**config.mk**
```make
export PLATFORM = sky130hd
export DESIGN_NAME = sbe_queue
export DESIGN_NICKNAME = d
export VERILOG_FILES = /design/src/hw/rtl/stack_bytecode_executor_macros.svh /design/src/hw/rtl/sbe_pkg.sv /design/src/hw/rtl/sbe_queue.sv
export SDC_FILE = /design/constraint.sdc
export NUM_CORES = 1
export LEC_CHECK = 0
export BUFFER_PORTS_ARGS = -buffer_cell sky130_fd_sc_hd__buf_2
export CORE_ASPECT_RATIO = 1.1
export CORE_MARGIN = 10
export CORE_UTILIZATION = 46
export DETAILED_ROUTE_END_ITERATION = 16
export GPL_TIMING_DRIVEN = 0
export PLACE_DENSITY_LB_ADDON = 0.12
export SYNTH_ARGS = -nofsm -noshare
export SYNTH_HDL_FRONTEND = slang
export SYNTH_SLANG_ARGS = --single-unit
export TNS_END_PERCENT = 10
```
**constraint.sdc**
```tcl
create_clock -name clk_i -period 2.7 [get_ports clk_i]
set_clock_uncertainty 0.05 [all_clocks]
set_input_delay 0.135 -clock clk_i [delete_from_list [all_inputs] [get_ports clk_i]]
set_output_delay 0.135 -clock clk_i [all_outputs]
set_load 0.02 [all_outputs]
```
**src/hw/rtl/stack_bytecode_executor_macros.svh**
```systemverilog
// Assertion macros shared by the stack executor modules.
`ifndef STACK_BYTECODE_EXECUTOR_MACROS_SVH
`define STACK_BYTECODE_EXECUTOR_MACROS_SVH

// Property that must hold at every clock edge outside reset.
`define SBE_ASSERT(label, clk, rst_n, prop, msg) \
  label: assert property (@(posedge clk) disable iff (!rst_n) (prop)) else $error(msg);

// Implication whose consequent is checked in the next cycle.
`define SBE_ASSERT_NEXT(label, clk, rst_n, ante, cons, msg) \
  label: assert property (@(posedge clk) disable iff (!rst_n) (ante) |=> (cons)) \
    else $error(msg);

`endif

```
**src/hw/rtl/sbe_pkg.sv**
```systemverilog
// Shared types, codes and constants of the stack bytecode executor.
package sbe_pkg;

  localparam int unsigned StackDepthDef = 256;
  localparam int unsigned PoolDepthDef  = 256;
  localparam int unsigned ValueW        = 32;

  typedef enum logic [2:0] {
    CmdPoolWr = 3'd0,
    CmdConst  = 3'd1,
    CmdAdd    = 3'd2,
    CmdSub    = 3'd3,
    CmdMul    = 3'd4,
    CmdDiv    = 3'd5,
    CmdNeg    = 3'd6,
    CmdRet    = 3'd7
  } cmd_e;

  typedef enum logic [2:0] {
    KindEcho = 3'd0,
    KindRet  = 3'd1,
    KindOvf  = 3'd2,
    KindUnf  = 3'd3,
    KindDiv0 = 3'd4
  } kind_e;

  typedef struct packed {
    logic [2:0]  cmd;
    logic [7:0]  pool_index;
    logic signed [31:0] pool_value;
  } in_item_t;

  typedef struct packed {
    logic [2:0]  kind;
    logic signed [31:0] result_value;
    logic        program_end;
  } out_item_t;

  // Classified instruction handed from the front end to the back end.
  typedef struct packed {
    cmd_e        cmd;
    logic        pool_hit;
    logic [31:0] pool_data;
  } op_t;

  localparam logic signed [31:0] QMax = 32'sh7fff_ffff;
  localparam logic signed [31:0] QMin = 32'sh8000_0000;

  // Clamp a 34-bit signed sum to Q16.16.
  function automatic logic [31:0] sat34(input logic signed [33:0] v);
    logic [31:0] r;
    if (v > 34'sh0_7fff_ffff) r = QMax;
    else if (v < -34'sh0_8000_0000) r = QMin;
    else r = v[31:0];
    return r;
  endfunction

  // Apply a sign to a magnitude and clamp.
  function automatic logic [31:0] signed_sat(input logic [47:0] m, input logic neg);
    logic [31:0] r;
    if (neg) begin
      if (m > 48'h8000_0000) r = QMin;
      else r = 32'(-m);
    end else begin
      if (m > 48'h7fff_ffff) r = QMax;
      else r = m[31:0];
    end
    return r;
  endfunction

endpackage

```
**src/hw/rtl/sbe_queue.sv**
```systemverilog
// Two-entry queue between the front and back ends.
module sbe_queue (
  input  logic clk_i,
  input  logic rst_ni,
  input  logic wr_valid_i,
  output logic wr_ready_o,
  input  sbe_pkg::op_t wr_data_i,
  output logic rd_valid_o,
  input  logic rd_ready_i,
  output sbe_pkg::op_t rd_data_o
);
  sbe_pkg::op_t mem_q [2];
  logic wp_q, rp_q;
  logic [1:0] cnt_q;
  logic push, pop;

  assign wr_ready_o = cnt_q != 2'd2;
  assign rd_valid_o = cnt_q != 2'd0;
  assign rd_data_o  = mem_q[rp_q];
  assign push = wr_valid_i && wr_ready_o;
  assign pop  = rd_valid_o && rd_ready_i;

  always_ff @(posedge clk_i) begin
    if (push) mem_q[wp_q] <= wr_data_i;
  end

  always_ff @(posedge clk_i or negedge rst_ni) begin
    if (!rst_ni) begin
      wp_q <= 1'b0;
      rp_q <= 1'b0;
      cnt_q <= 2'd0;
    end else begin
      if (push) wp_q <= !wp_q;
      if (pop) rp_q <= !rp_q;
      cnt_q <= cnt_q + 2'(push) - 2'(pop);
    end
  end
endmodule

```
=== After elaboration in Yosys (flattened, before gate mapping) ===
Memories as Yosys holds them, arrays and structs flattened.
Cells that the tools add are included.

* Add/sub/neg operators: 2
* $mul: 0
* Div/mod/pow operators: 0
* Order comparisons: 0
* Eq/ne operators: 1
* Shift-type cells: 0
* Muxes and demuxes: 2
* Bitwise operators: 0
* Reductions and logical operators: 5

{| class="wikitable"
|+ Operators by type and width
! kind !! count
|-
| adder 2 x 1 -> 2 bit || 1
|-
| logical AND 1 bit || 2
|-
| zero test 1 bit || 2
|-
| 2-to-1 mux 1 bit || 2
|-
| != test 2 bit (second input constant) || 1
|-
| nonzero test 2 bit || 1
|-
| subtractor 2 x 1 -> 2 bit || 1
|}

* Register bits after elaboration: 4
* Latch bits: 0
* Bits in writable memories: 72
* ROM bits: 0
* Bits of input ports: 40
* Output and inout bits: 38
* Logic and storage cells: 14
* Memories kept: 1

{| class="wikitable"
|+ Memories
! memory !! words !! width !! read ports !! clocked after memory_dff !! wr ports !! RTL line !! RTL
|-
| mem_q || 2 || 36 || 1 || 0 || 1 || sbe_queue.sv:12 || <nowiki>sbe_pkg::op_t mem_q [2];</nowiki>
|}

=== Depth between registers and ports, before layout ===
* Depth after elaboration: 4
* Mapped depth: 5
* Mapped depth without buffers: 5

=== Least setup slack after synthesis ===
No wires, ideal clock.

* Path kind: reg2reg
* Start: register cnt_q[0]
* End: memory mem_q[0][0] (netlist name) (enable)
* Setup time: 0.429 ns
* Arrival time: 2.326 ns
* Data required time: 2.221 ns
* Path slack: -0.105 ns
* Cell stages (with the launch flop): 4
* Path buffers: 0
* Clock period less this slack: 2.805 ns
* Path through: dfrtp_1 -> nand2b_1 -> nand2_1 -> nor2_1

* Cells in the longest elaborated chain, start to end: 4

{| class="wikitable"
|+ RTL lines
! what !! RTL line !! RTL
|-
| start: declaration || sbe_queue.sv:14 || <nowiki>logic [1:0] cnt_q;</nowiki>
|-
| start signal: assignment || sbe_queue.sv:35 || <nowiki>cnt_q <= cnt_q + 2'(push) - 2'(pop);</nowiki>
|-
| != test 2 bit || sbe_queue.sv:17 || <nowiki>assign wr_ready_o = cnt_q != 2'd2;</nowiki>
|-
| net wr_ready_o || sbe_queue.sv:6 || <nowiki>output logic wr_ready_o,</nowiki>
|-
| logical AND 1 bit || sbe_queue.sv:20 || <nowiki>assign push = wr_valid_i && wr_ready_o;</nowiki>
|-
| 2-to-1 mux 1 bit || sbe_queue.sv:24 || <nowiki>if (push) mem_q[wp_q] <= wr_data_i;</nowiki>
|-
| 2-to-1 mux 1 bit (not written as such) || sbe_queue.sv:24 ||
|-
| end: declaration || sbe_queue.sv:12 ||
|}

The timed path passes the listed nets, and every way through them passes these cells.

=== Final worst setup path ===
* Start: register cnt_q[0]
* End: memory mem_q[1][17] (netlist name) (enable)

* Cells in the longest elaborated chain, start to end: 4

{| class="wikitable"
|+ RTL lines
! what !! RTL line
|-
| != test 2 bit || sbe_queue.sv:17
|-
| logical AND 1 bit || sbe_queue.sv:20
|-
| 2-to-1 mux 1 bit || sbe_queue.sv:24
|-
| 2-to-1 mux 1 bit (not written as such) || sbe_queue.sv:24
|}

Every way passes these cells.

==> run summary <==
status: complete, no violations
Reg power frac: 0.411
switching share of power: 0.314
WS Path Type: reg -> reg
antenna fix cells: 0
P&R area growth vs syn: 39.8%
multi-input logic area: 547 sq um
initial antenna violation count: 0
Slew headroom: 0.420
total gr overflow: 0
RSZ-0062 raised after global routing: false
compound-cell area share of the yosys netlist: 0.0106
mean number of vias per cell: 4.75
TNS Setup: 0 ns
dpl hpwl: 3.96 mm
clk root buf: clkbuf_8
PnR Total Power: 4.13 mW
syn avg cell area: 21.1 sq um
layout cells sized above 1: 0.525
die area: 9690 sq um
CP Capture Type: flip-flop
Initial DRT Pass Iterations: 4
fillers: 437
FF+latch count, synth: 76
Mapped Area: 2830 sq um
Die Y: 102 um
row cnt: 29
period utilization: 0.681
PwrDens: 1050 nW/um^2
Synth cell types: 18
Met1 Wirelength: 2.05 mm
Clock transition at path regs: 0.07 ns
CTS tree: done
Logic pwr share: 0.349
GP Congestion: 0.654
Worst Hold Class: in -> reg
Psw: 1.30 mW
post-CTS sizing: 0
Adder-Cell Fraction of Synth Area: 0.00442
peak supply drop: 656 uV
H-tree depth: 3
Seq/Total Area, Yosys: 0.800
Syn Nets: 175
Die Wd: 94.8 um
yosys warns: 0
largest net degree at the start of global routing: 37
Final Hold Fails: 0
max_cap viols: 0
effective utilization at floorplan: 0.481
wire per inst: 16.5 um
Leakage: 1.52 nW
remaining routing DRC violations: 0
Mapped Cells: 134
total routed wirelength: 5.65 mm
fmax: 0.544 GHz
Post-Synth Simple-Gate Area: 0.0230
Sequential cell area: 2260 sq um
post-synthesis mux area share: 0.143
worst-path fanout max: 36
worst skew pair latency: 0.33 ns
Clk network pwr share: 0.240
top layer used by detailed routing: met4
worst slew pin tran: 0.870 ns
CTS buffer count: 9
via count: 1,626
met2 wire length: 3.11 mm
Post-Synth XOR/XNOR Area: 0.00929
Startpoint Class: flip-flop
Final Max Tran Viols: 0
Antenna Nets Post-Route: 0
met3 wire len: 415 um
initial DRC count: 62
first-pass GRT wire length: 8.87 mm
largest family of logic cells by synthesized area: multiplexers
P_int: 2.84 mW
critical path arrival: 1.75 ns
CTS Sinks: 76
vias in the first global route: 1,832
io pins: 78
Clock Tree Buf Depth: 2
Crit path required time: 2.61 ns
nets@finish: 301
IO Port Bufs: 77
final setup fails: 0
clock period minus worst slack: 1.84 ns
Placeable Area: 5880 sq um
all-layer global routing usage: 0.120
[timing repair]
| item | 4_1_cts | 5_1_grt |
|---|---|---|
| setup endpoints to repair | 0 | 0 |
| setup buffers | 0 | 0 |
| hold buffers | 37 | 0 |
| hold endpoints to repair | 76 | 0 |
[worst paths after layout]
kind | startpoint | endpoint | slack (ns) | cells after the start
max in group asynchronous | rst_ni | rp_q$_DFFE_PN0P_ | 2.39 | 2
min | rd_ready_i | rp_q$_DFFE_PN0P_ | 0.07 | 3
max reg2reg | cnt_q[0]$_DFF_PN0_ | mem_q[1][17]$_DFFE_PP_ | 0.86 | 2
min reg2reg | wp_q$_DFFE_PN0P_ | wp_q$_DFFE_PN0P_ | 0.52 | 1
max | cnt_q[0]$_DFF_PN0_ | mem_q[1][17]$_DFFE_PP_ | 0.86 | 2
min in group asynchronous | rst_ni | wp_q$_DFFE_PN0P_ | 0.09 | 2
[critical path, stage by stage (launching register included)]
cell,delay [ns]
dfrtp_1,0.45
nand2b_1,0.18
and3_2,0.78
[flip-flops by register name, indices dropped and copies added (netlist names)]
| name | flops |
|---|---|
| rp_q | 1 |
| cnt_q | 2 |
| mem_q | 72 |
| wp_q | 1 |
[layer usage]
layer  global-route usage  vias to the layer above
li1                     -                      781
met1                0.124                      788
met2                0.212                       48
met3               0.0418                        9
met4               0.0588                        0
met5                    0                        -
[cell type report]
cell class | count | area share
Buffer | 4 | 0.00696
Clock buffer | 9 | 0.0313
Clock inverter | 7 | 0.0291
Multi-Input combinational cell | 54 | 0.138
Sequential cell | 76 | 0.572
Tap cell | 77 | 0.0244
Timing Repair Buffer | 115 | 0.198
[per-stage QoR]
step | cells | area, sq um | hold WS (ns) | util | setup WS, ns
3_3_place_gp | 288 | 3310 | -0.108 | 0.564 | 0.215
4_1_cts | 342 | 3960 | 0.0419 | 0.673 | 0.824
3_5_place_dp | 289 | 3350 | -0.103 | 0.569 | 0.848
5_1_grt | 342 | 3960 | 0.0845 | 0.673 | 0.736
2_1_floorplan | 134 | 2830 | -0.211 | - | 0.484
6_report | 342 | 3960 | 0.0720 | 0.673 | 0.862
[power by group through the flow]
stage          combinational [mW]  clock (mW)  sequential, mW
5_1_grt                      1.55        1.06            1.73
6_report                     1.44       0.991            1.70
3_3_place_gp                 1.35           0            1.71
4_1_cts                      1.47        1.02            1.71
3_5_place_dp                 1.43           0            1.73
2_1_floorplan               0.968           0            1.70
[synthesized netlist by cell type, drive strengths merged]
master,n,share of area
edfxtp,72,0.76
mux2,36,0.14
buf,4,0.0097
dfrtp,4,0.035
nor2,3,0.0040
xnor2,3,0.0093
nand2,2,0.0027
a311oi,1,0.0053
and2b,1,0.0031
and3,1,0.0027
and4bb,1,0.0044
ha,1,0.0044
nand2b,1,0.0022
nand3,1,0.0018
o21ai,1,0.0018
o21ba,1,0.0035
or2,1,0.0022
[cells by family after synthesis]
family,Yosys count
mux,36
xor+xnor,3
buf+inv,4
fa+ha+maj,1
compound gates,3
flops,76
simple gates,11
[layout by cell type, fill, tap and decap left out]
master and instances:
and4bb_1 1, a311oi_2 1, and2b_2 1, and3_2 1, bufinv_16 3, clkinv_4 1
buf_4 3, clkbuf_8 9, dfrtp_1 4, or2_2 1, nor2_1 2, buf_2 78
nand3_1 1, edfxtp_1 72, o21ba_2 1, dlygate4sd3_1 37, ha_1 1, buf_16 1
mux2_2 36, clkinvlp_4 1, clkinv_2 1, o21ai_0 1, nand2_1 2, nor2_4 1
nand2b_1 1, xnor2_1 3, clkinv_1 1
(Power assumes the default switching activity.)
